### src/hw/rtl/idt_pkg.sv
`default_nettype none
// ----------------------------------------------------------------------------
// idt_pkg
// Shared constants, codes and types for the indent/dedent tracker.
// ----------------------------------------------------------------------------
package idt_pkg;

  // Sizing
  localparam int MAX_INDENT = 1024;
  localparam int MAX_LEVELS = 32;
  localparam int IDX_W      = $clog2(MAX_INDENT);
  localparam int LEN_W      = $clog2(MAX_INDENT + 1);
  localparam int LVL_AW     = $clog2(MAX_LEVELS);
  localparam int LVL_CW     = $clog2(MAX_LEVELS + 1);

  // Input operation codes
  localparam logic [1:0] OP_CHAR  = 2'd0;
  localparam logic [1:0] OP_BREAK = 2'd1;
  localparam logic [1:0] OP_END   = 2'd2;

  // Result kinds
  localparam logic [1:0] KIND_NEWLINE = 2'd0;
  localparam logic [1:0] KIND_INDENT  = 2'd1;
  localparam logic [1:0] KIND_DEDENT  = 2'd2;
  localparam logic [1:0] KIND_ERROR   = 2'd3;

  // Level stack sequencer
  typedef enum logic [2:0] {
    ST_IDLE,
    ST_DECIDE,
    ST_SCAN_RD,
    ST_SCAN_CMP,
    ST_EMIT
  } stk_state_t;

  // Summary of the current whitespace run
  typedef struct packed {
    logic [LEN_W-1:0] len;
    logic             bad;   // mismatch against stack or overflow
  } run_info_t;

endpackage
`default_nettype wire

### src/hw/rtl/idt_run_tracker.sv
`default_nettype none
// ----------------------------------------------------------------------------
// idt_run_tracker
// Follows the current whitespace run: holds the indent character memory,
// compares each run character against the stored stack characters and
// writes characters that extend past the stack.
// ----------------------------------------------------------------------------
module idt_run_tracker import idt_pkg::*; (
  input  logic             clk,
  input  logic             rst,
  input  logic             char_go,
  input  logic             clear_go,
  input  logic             tab,
  input  logic [LEN_W-1:0] indent_length,
  output run_info_t        run
);

  logic             chars_mem [MAX_INDENT];
  logic             rd_bit;
  logic [LEN_W-1:0] run_length;
  logic             run_mismatch;
  logic             run_overflow;
  logic             pend_valid;
  logic             pend_tab;
  logic             pend_mis;
  logic [IDX_W-1:0] addr;
  logic             room;
  logic             compare;

  assign addr     = run_length[IDX_W-1:0];
  assign room     = run_length < LEN_W'(MAX_INDENT);
  assign compare  = run_length < indent_length;
  // compare issued last cycle resolves against the registered read data
  assign pend_mis = pend_valid && (rd_bit != pend_tab);

  // Character memory: write past the stack, read under it
  always_ff @(posedge clk) begin
    if (char_go && room && !compare) begin
      chars_mem[addr] <= tab;
    end
    rd_bit <= chars_mem[addr];
  end

  // Run state
  always_ff @(posedge clk) begin
    if (rst || clear_go) begin
      run_length   <= '0;
      run_mismatch <= 1'b0;
      run_overflow <= 1'b0;
      pend_valid   <= 1'b0;
      pend_tab     <= 1'b0;
    end else begin
      run_mismatch <= run_mismatch | pend_mis;
      pend_valid   <= char_go && room && compare;
      pend_tab     <= tab;
      if (char_go) begin
        if (room) begin
          run_length <= run_length + LEN_W'(1);
        end else begin
          run_overflow <= 1'b1;
        end
      end
    end
  end

  assign run.len = run_length;
  assign run.bad = run_overflow | run_mismatch | pend_mis;

endmodule
`default_nettype wire

### src/hw/rtl/idt_level_stack.sv
`default_nettype none
// ----------------------------------------------------------------------------
// idt_level_stack
// Holds the level end memory and the stack totals. On a run close it decides
// newline, indent, dedent burst or error, scans levels down for dedents and
// drives the result register.
// ----------------------------------------------------------------------------
module idt_level_stack import idt_pkg::*; (
  input  logic             clk,
  input  logic             rst,
  input  logic             close_go,
  input  run_info_t        run,
  input  logic [15:0]      line,
  input  logic [15:0]      column,
  output logic             busy,
  output logic [LEN_W-1:0] indent_length,
  output logic             out_valid,
  input  logic             out_ready,
  output logic [1:0]       kind,
  output logic [15:0]      token_line,
  output logic [15:0]      token_column,
  output logic             last
);

  logic [LEN_W-1:0]  level_mem [MAX_LEVELS];
  logic [LEN_W-1:0]  rd_data;
  logic [LVL_AW-1:0] rd_addr;

  stk_state_t        state, state_next;
  logic [LEN_W-1:0]  len_q;
  logic              bad_q;
  logic [15:0]       line_q;
  logic [15:0]       col_q;
  logic [LVL_CW-1:0] level_count, level_count_next;
  logic [LEN_W-1:0]  indent_length_next;
  logic [LVL_CW-1:0] scan_k, scan_k_next;
  logic [LVL_CW-1:0] pops, pops_next;
  logic [LVL_CW-1:0] dedent_left, dedent_left_next;
  logic              nl_pending, nl_pending_next;
  logic [1:0]        em_kind, em_kind_next;
  logic              lvl_we;
  logic              out_load;
  logic [1:0]        emit_kind;
  logic              emit_last;
  logic [LEN_W-1:0]  scan_cur;

  assign rd_addr  = LVL_AW'(scan_k - LVL_CW'(2));
  assign scan_cur = (scan_k != '0) ? rd_data : '0;
  assign busy     = (state != ST_IDLE);

  // Level end memory
  always_ff @(posedge clk) begin
    if (lvl_we) begin
      level_mem[level_count[LVL_AW-1:0]] <= len_q;
    end
    rd_data <= level_mem[rd_addr];
  end

  // Next state and control
  always_comb begin
    state_next         = state;
    level_count_next   = level_count;
    indent_length_next = indent_length;
    scan_k_next        = scan_k;
    pops_next          = pops;
    dedent_left_next   = dedent_left;
    nl_pending_next    = nl_pending;
    em_kind_next       = em_kind;
    lvl_we             = 1'b0;
    out_load           = 1'b0;
    emit_kind          = nl_pending ? em_kind : KIND_DEDENT;
    emit_last          = nl_pending ? (dedent_left == '0)
                                    : (dedent_left == LVL_CW'(1));
    case (state)
      ST_IDLE: begin
        if (close_go) begin
          state_next = ST_DECIDE;
        end
      end
      ST_DECIDE: begin
        nl_pending_next  = 1'b1;
        dedent_left_next = '0;
        if (bad_q) begin
          em_kind_next = KIND_ERROR;
          state_next   = ST_EMIT;
        end else if (len_q == indent_length) begin
          em_kind_next = KIND_NEWLINE;
          state_next   = ST_EMIT;
        end else if (len_q > indent_length) begin
          if (level_count >= LVL_CW'(MAX_LEVELS)) begin
            em_kind_next = KIND_ERROR;
          end else begin
            lvl_we             = 1'b1;
            level_count_next   = level_count + LVL_CW'(1);
            indent_length_next = len_q;
            em_kind_next       = KIND_INDENT;
          end
          state_next = ST_EMIT;
        end else begin
          scan_k_next = level_count;
          pops_next   = '0;
          state_next  = ST_SCAN_RD;
        end
      end
      // pop one level; read the end of the level below it
      ST_SCAN_RD: begin
        scan_k_next = scan_k - LVL_CW'(1);
        pops_next   = pops + LVL_CW'(1);
        state_next  = ST_SCAN_CMP;
      end
      ST_SCAN_CMP: begin
        if ((scan_cur > len_q) && (scan_k != '0)) begin
          state_next = ST_SCAN_RD;
        end else if (scan_cur != len_q) begin
          em_kind_next = KIND_ERROR;
          state_next   = ST_EMIT;
        end else begin
          level_count_next   = scan_k;
          indent_length_next = scan_cur;
          em_kind_next       = KIND_NEWLINE;
          dedent_left_next   = pops;
          state_next         = ST_EMIT;
        end
      end
      ST_EMIT: begin
        if (!out_valid || out_ready) begin
          out_load = 1'b1;
          if (nl_pending) begin
            nl_pending_next = 1'b0;
          end else begin
            dedent_left_next = dedent_left - LVL_CW'(1);
          end
          if (emit_last) begin
            state_next = ST_IDLE;
          end
        end
      end
      default: begin
        state_next = ST_IDLE;
      end
    endcase
  end

  // Control registers
  always_ff @(posedge clk) begin
    if (rst) begin
      state         <= ST_IDLE;
      level_count   <= '0;
      indent_length <= '0;
      scan_k        <= '0;
      pops          <= '0;
      dedent_left   <= '0;
      nl_pending    <= 1'b0;
      em_kind       <= KIND_NEWLINE;
    end else begin
      state         <= state_next;
      level_count   <= level_count_next;
      indent_length <= indent_length_next;
      scan_k        <= scan_k_next;
      pops          <= pops_next;
      dedent_left   <= dedent_left_next;
      nl_pending    <= nl_pending_next;
      em_kind       <= em_kind_next;
    end
  end

  // Closing transaction capture
  always_ff @(posedge clk) begin
    if (state == ST_IDLE && close_go) begin
      len_q  <= run.len;
      bad_q  <= run.bad;
      line_q <= line;
      col_q  <= column;
    end
  end

  // Result register
  always_ff @(posedge clk) begin
    if (rst) begin
      out_valid <= 1'b0;
    end else if (out_load) begin
      out_valid <= 1'b1;
    end else if (out_ready) begin
      out_valid <= 1'b0;
    end
  end

  always_ff @(posedge clk) begin
    if (out_load) begin
      kind         <= emit_kind;
      token_line   <= line_q;
      token_column <= col_q;
      last         <= emit_last;
    end
  end

endmodule
`default_nettype wire

### src/hw/rtl/indent_dedent_tracker_top.sv
`default_nettype none
// ----------------------------------------------------------------------------
// indent_dedent_tracker_top
// Indent/dedent tracker: compares leading whitespace runs against a stack of
// exact indent strings and returns newline, indent, dedent or error results.
// ----------------------------------------------------------------------------
//  Channel  Handshake              Payload
//  input    in_valid / in_ready    op, is_tab, in_brackets, line, column
//  output   out_valid / out_ready  kind, token_line, token_column, last
//
//  Whitespace, line break and bracketed end transactions are taken one per
//  cycle while ready; a character compare completes against the memory read
//  in the next cycle and is forwarded to a run end arriving right behind it.
//  A run close holds in_ready low for a decide state, a level end read and a
//  compare state per popped level, then one result per cycle while out_ready.
//  The last result may sit in the output register while new input flows.
//  Reset is synchronous; no memory clearing pass is run.
// ----------------------------------------------------------------------------
module indent_dedent_tracker_top import idt_pkg::*; (
  input  logic        clk,
  input  logic        rst,
  input  logic        in_valid,
  output logic        in_ready,
  input  logic [1:0]  op,
  input  logic        is_tab,
  input  logic        in_brackets,
  input  logic [15:0] line,
  input  logic [15:0] column,
  output logic        out_valid,
  input  logic        out_ready,
  output logic [1:0]  kind,
  output logic [15:0] token_line,
  output logic [15:0] token_column,
  output logic        last
);

  logic             busy;
  logic             accept;
  logic             char_go;
  logic             clear_go;
  logic             close_go;
  logic [LEN_W-1:0] indent_length;
  run_info_t        run;

  // Input decode
  assign in_ready = !busy;
  assign accept   = in_valid && in_ready;
  assign char_go  = accept && (op == OP_CHAR);
  assign clear_go = accept && ((op == OP_BREAK) || (op == OP_END));
  assign close_go = accept && (op == OP_END) && !in_brackets;

  idt_run_tracker u_run (
    .clk           (clk),
    .rst           (rst),
    .char_go       (char_go),
    .clear_go      (clear_go),
    .tab           (is_tab),
    .indent_length (indent_length),
    .run           (run)
  );

  idt_level_stack u_stack (
    .clk           (clk),
    .rst           (rst),
    .close_go      (close_go),
    .run           (run),
    .line          (line),
    .column        (column),
    .busy          (busy),
    .indent_length (indent_length),
    .out_valid     (out_valid),
    .out_ready     (out_ready),
    .kind          (kind),
    .token_line    (token_line),
    .token_column  (token_column),
    .last          (last)
  );

endmodule
`default_nettype wire

### config.mk
export PLATFORM = sky130hd
export DESIGN_NAME = indent_dedent_tracker_top
export DESIGN_NICKNAME = d
export VERILOG_FILES = /design/src/hw/rtl/idt_pkg.sv /design/src/hw/rtl/idt_run_tracker.sv /design/src/hw/rtl/idt_level_stack.sv /design/src/hw/rtl/indent_dedent_tracker_top.sv
export SDC_FILE = /design/constraint.sdc
export NUM_CORES = 2
export LEC_CHECK = 0
export BUFFER_PORTS_ARGS = -buffer_cell sky130_fd_sc_hd__buf_2
export CAP_MARGIN = 20
export CORE_ASPECT_RATIO = 1.5
export CORE_MARGIN = 2
export CORE_UTILIZATION = 42
export DETAILED_ROUTE_END_ITERATION = 8
export PLACE_DENSITY_LB_ADDON = 0.2
export REMOVE_ABC_BUFFERS = 1
export SLEW_MARGIN = 5
export SYNTH_ARGS = -nofsm -noshare
export SYNTH_HDL_FRONTEND = slang
export SYNTH_SLANG_ARGS = --single-unit
### constraint.sdc
create_clock -name clk -period 4.5 [get_ports clk]
set_clock_uncertainty 0.2 [all_clocks]
set_input_delay 0.45 -clock clk [delete_from_list [all_inputs] [get_ports clk]]
set_output_delay 0.45 -clock clk [all_outputs]
set_load 0.05 [all_outputs]
# --- Word level (Yosys, flattened, before mapping) ---
# Memory sizes are Yosys's and may differ from the RTL's. A register that Yosys moved wholly into a read port is not among the register bits.
# Index checks and enable logic that the tools add are counted.
classes:
  reduce_logical: 36
  eq_ne: 22
  n_mux: 59
  add_sub_neg: 6
  magnitude_cmp: 5
  bitwise_logic: 4
ops:
  columns: ["cell", "n"]
  rows:
  - ["6-bit 2-to-1 mux", 16]
  - ["11-bit 2-to-1 mux", 7]
  - ["6-bit case mux with 2 select lines", 3]
  - ["11-bit > comparator", 2]
  - ["11-bit case mux with 2 select lines", 1]
  - ["3-bit 2-to-1 mux", 7]
  - ["6-bit case mux with 3 select lines", 1]
  - ["1-bit 2-to-1 mux", 15]
  - ["3-bit case mux with 5 select lines", 1]
  - ["2-bit != test (second input constant)", 7]
  - ["6-bit by 1-bit adder with 6-bit output (second input constant)", 2]
  - ["2-bit 2-to-1 mux", 6]
  - ["6-bit by 1-bit subtractor with 6-bit output (second input constant)", 2]
  - ["11-bit by 1-bit adder with 11-bit output (second input constant)", 1]
  - ["11-bit == test", 1]
  - ["1-bit logical AND", 11]
  - ["11-bit < comparator", 1]
  - ["11-bit < comparator (second input constant)", 1]
  - ["11-bit != test", 1]
  - ["2-bit by 1-bit != test with 1-bit output (second input constant)", 4]
  - ["2-bit nonzero test", 4]
  - ["7-bit AND reduction", 1]
  - ["3-bit by 2-bit == test with 1-bit output (second input constant)", 2]
  - ["6-bit by 1-bit == test with 1-bit output (second input constant)", 1]
  - ["other kinds (23)", 34]
totals:
  reg_bits: 136
  mem_bits_rw: 1376
  output_inout_bits: 37
  in_bits: 40
  mem_count: 2
  wordCells: 156
mem_list:
  columns: ["name", "depth", "width", "read_ports", "rd_clocked_by_memory_dff", "wr", "line_no", "source"]
  rows:
  - ["u_run.chars_mem", 1024, 1, 1, 1, 1, "idt_run_tracker.sv:18", "logic chars_mem [MAX_INDENT];"]
  - ["u_stack.level_mem", 32, 11, 1, 1, 1, "idt_level_stack.sv:25", "logic [LEN_W-1:0] level_mem [MAX_LEVELS];"]

# --- Logic depth before layout (Yosys ltp) ---
depth:
  word_depth: 8
  ltp_mapped: 18
  depth_no_buf: 14

# --- By module ---
# Synthesis repeated with hierarchy kept, for this count alone.
unflattened:
  cells_unflattened: 4460
  hier_area_um2: 64525.6
by_module_without_submodules:
  columns: ["mod", "cells_per_inst", "seq_area_each_um2", "n_inst", "area_per_inst_um2"]
  rows:
  - ["idt_run_tracker", 3431, 31069.8, 1, 45477.4]
  - ["idt_level_stack", 1021, 14003.4, 1, 18979.5]
  - ["indent_dedent_tracker_top", 8, 0.0, 1, 68.8]

# --- Worst setup path after synthesis ---
# No wires, ideal clock.
synth_timing:
  path_type: "reg-to-reg"
  from: "reg u_stack.state[2]"
  to: "reg u_stack.state[1]"
  path_stages_with_launch: 5
  arrival_ns: 3.526
  setup_ns: 0.115
  synth_period_minus_slack_ns: 3.841
  n_path_buf: 0
  t_required_ns: 4.185
  setup_slack_ns: 0.659
  path_cell_list: "dfxtp_1 > nor3_1 > and4b_1 > nor2b_1 > a2111oi_0"
synth_via:
  elab_chain_len: 7
  elab_cells_between_ends: 15
  classes_between: "eq/ne: 7; mux: 1; reduce/logical: 7"
synth_lines:
  columns: ["item", "line_no", "source"]
  rows:
  - ["start: declaration", "idt_level_stack.sv:29", "stk_state_t state, state_next;"]
  - ["start signal: assignment", "idt_level_stack.sv:156", "state <= state_next;"]
  - ["3-bit nonzero test", "idt_level_stack.sv:49", "assign busy = (state != ST_IDLE);"]
  - ["1-bit zero test", "indent_dedent_tracker_top.sv:46", "assign in_ready = !busy;"]
  - ["net in_ready", "indent_dedent_tracker_top.sv:23", "output logic in_ready,"]
  - ["1-bit logical AND", "indent_dedent_tracker_top.sv:47", "assign accept = in_valid && in_ready;"]
  - ["1-bit logical AND (2 in a row)", "indent_dedent_tracker_top.sv:50", "assign close_go = accept && (op == OP_END) && !in_brackets;"]
  - ["2-bit by 1-bit != test with 1-bit output (no line)", null, null]
  - ["3-bit AND reduction (no line)", null, null]
# The timed path passes the listed nets, and every way through them passes these cells.
# A chain may end at the register's enable or synchronous reset.

==> impl_metrics.toml <==
[synth]
yosysWarnings = 0
ys.flop_type = "edfxtp_1"
synthXorXnorAreaFrac = 0.00156
synth_edf_count = 1455
synth.top_cell.area_share = 0.648
synth_top_family_by_area = "simple AND/OR/NAND/NOR gates"
syn-cell-area_um2 = 67400
synth_compound_area_frac = 0.0367
ys_top_cells_by_area = "edfxtp_1 (65%), nor4_1 (9.6%), mux2i_1 (7.6%)"
synth-adder-area-share = 0.00891
synth_mux_area_frac = 0.115
async_reset_ff_frac = 0
synth-seq-area-share = 0.669
synth.avg_cell_area_um2 = 14.3
synth_top_area_cell = "edfxtp_1"
synth-seq-cells = 1524
synth_cells = 4702
yosysUniqueCellTypes = 63
synthSimpleGateAreaFrac = 0.128

[cts]
cts.sinks = 1524
cts_max_path_buffers = 3
cts_buffers = 149
htree_levels = 4
root_buffer = "clkbuf_16"
cts_hold_buffers = 35
cts_resized = 0
clk_latency_ns = 0.80
post-cts-setup-buffers = 0
clk_pin_slew_ns = 0.06
cts_tree = "done"

[layout]
nNetsFinal = 4724
syn_to_final_growth_pct = 12.6
final_common_cell = "edfxtp_1"
final_cell_mix = "edfxtp_1 (1455), nor4_1 (1034), mux2i_1 (515)"
drive_gt1_frac = 0.155

[sta]
worst_pin_slew_ns = 1.03
finalSetupViolations = 0
clock.fmax_mhz = 256
period_minus_slack_ns = 3.90
holdWs_ns = 0.115
drv_slew = 0
relSlewSlack = 0.308
fin_ws_ns = 0.596
hold_violations = 0
post-route-period-util = 0.868
rsz0062_at_grt = "no"
tns_ns = 0

[power]
p_seq_frac = 0.483
internal_power_mw = 23.2
max-vdd-ir-drop_uv = 650
p_per_area_nw_per_um2 = 428
p_leak_nw = 21.5
clockPowerShare = 0.374
p_sw_mw = 9.29
switching_share = 0.286
p_comb_frac = 0.143

[floorplanning]
start_util = 0.421
core_um2 = 160000
die_w_um = 331
die_h_um = 495
num_io_pins = 77
rows = 180
die_area_um2 = 164000

[routing]
vias_per_cell = 6.41
drtAntennaViolNets = 0
drc = 0
drtIter0Drc = 5377
vias = 43906
post_drt_wl_per_cell_um = 30.5
first_pass_iters = 5
drt-total-wl_um = 209000

[setup_path]
reg2reg_slack_ns = 0.60
cp-start-kind = "flip-flop"
end_kind = "flip-flop"
reg2reg_from = "u_run.run_length[4]$_SDFFE_PP0P_"
crit_start = "u_run.run_length[4]$_SDFFE_PP0P_"
crit_fanout = 14
critical_path_class = "reg -> reg"
arrival_ns = 4.37
crit_required_ns = 4.97

[min_path]
hp-class = "in -> reg"
worstHoldStart = "rst"

[placement]
gp_congestion = 0.866
io_buffers = 76
pre_cts_slack_ns = 0.676
post-dp-hpwl_um = 119000

[job]
maxCapViolCount = 0

[grt]
grt_pass1_vias = 43339
grt_first_pass_wirelength_um = 302000
grt_overflow = 0
grt_max_degree = 201
antenna_found_initial = 2
grtUsageTotal = 0.252

[status]
run_status = "finished clean"
registers in the layout, summed over array words and instances (netlist names), 2 cells and up:
| signal | cells |
|---|---|
| u_run.chars_mem | 1024 |
| u_stack.level_mem | 352 |
| u_stack.col_q | 16 |
| u_stack.line_q | 16 |
| u_stack.token_column | 16 |
| u_stack.token_line | 16 |
| u_run.run_length | 11 |
| u_stack.indent_length | 11 |
| u_stack.len_q | 11 |
| u_stack.rd_data | 11 |
| u_stack.dedent_left | 6 |
| u_stack.level_count | 6 |
| u_stack.pops | 6 |
| u_stack.scan_k | 6 |
| u_stack.state | 3 |
| u_stack.em_kind | 2 |
| u_stack.kind | 2 |
synthesized netlist by cell type, types with 37 or more instances:
cell type,number
mux4_2,110
inv_1,37
clkbuf_1,395
nor4_1,1034
nand2_1,130
nor2_1,115
dfxtp_1,69
ha_1,48
buf_4,48
buf_2,140
o22ai_1,249
nor3_1,51
edfxtp_1,1455
mux2i_1,515
power by group through the flow:
stage          clock, mW  combinational [mW]  sequential, mW
6_report            12.1                4.64            15.7
3_5_place_dp           0                4.56            16.0
3_3_place_gp           0                4.49            16.0
5_1_grt             12.8                4.96            15.7
4_1_cts             12.3                4.58            15.7
2_1_floorplan          0               0.639            16.2
final timing paths:
| check | depth (start not counted) | end |
|---|---|---|
| hold / removal | 2 | u_stack.em_kind[1]$_SDFFE_PP0P_ |
| hold reg to reg | 0 | u_stack.token_column[6]$_DFFE_PP_ |
| setup reg to reg | 10 | u_run.rd_bit$_DFF_P_ |
| setup / recovery | 10 | u_run.rd_bit$_DFF_P_ |
logic make-up after synthesis:
family / after synthesis
AO/OA/AOI/OAI: 383
flip-flops: 1524
multiplexers: 636
AND/OR/NAND/NOR: 1463
buffers and inverters: 636
XOR/XNOR: 12
adder cells (fa/ha/maj): 48
layer usage:
metal  GRT usage  part of all wire  vias to the layer above
met5           0                 0                        -
li1            -                 -                    19046
met2       0.424              0.50                     1900
met1       0.318              0.38                    22496
met4       0.113             0.048                        0
met3      0.0412             0.069                      464
area by class of cell:
cell class | instances | area, µm²
inverters | 37 | 139
well taps | 2093 | 2620
clock inverters | 93 | 689
flip-flops and latches | 1524 | 45100
diodes | 1 | 2.50
multi-input cells | 2542 | 19800
clock buffers | 178 | 3940
repair buffers | 382 | 3560
fillers | 13820 | 84000
stage by stage:
stage / total power, mW / cells / area [µm²] / util
2_1_floorplan: 16.8 / 4103 / 64800 / -
3_3_place_gp: 20.5 / 6535 / 70700 / 0.442
3_5_place_dp: 20.6 / 6536 / 70700 / 0.442
4_1_cts: 32.6 / 6842 / 75700 / 0.473
5_1_grt: 33.5 / 6850 / 75900 / 0.474
6_report: 32.5 / 6850 / 75900 / 0.474
worst max-delay path, cell delays in order, from the launching register on:
cell and delay (ns):
dfxtp_1 0.71, or4b_2 0.48, buf_4 0.25, buf_4 0.20
o22ai_1 0.10, nor4_1 0.80, nand3_1 0.52, o211ai_1 0.27
nand2_1 0.07, nand2_1 0.07, nand4b_1 0.10
Power figures use the tool's default switching activity.
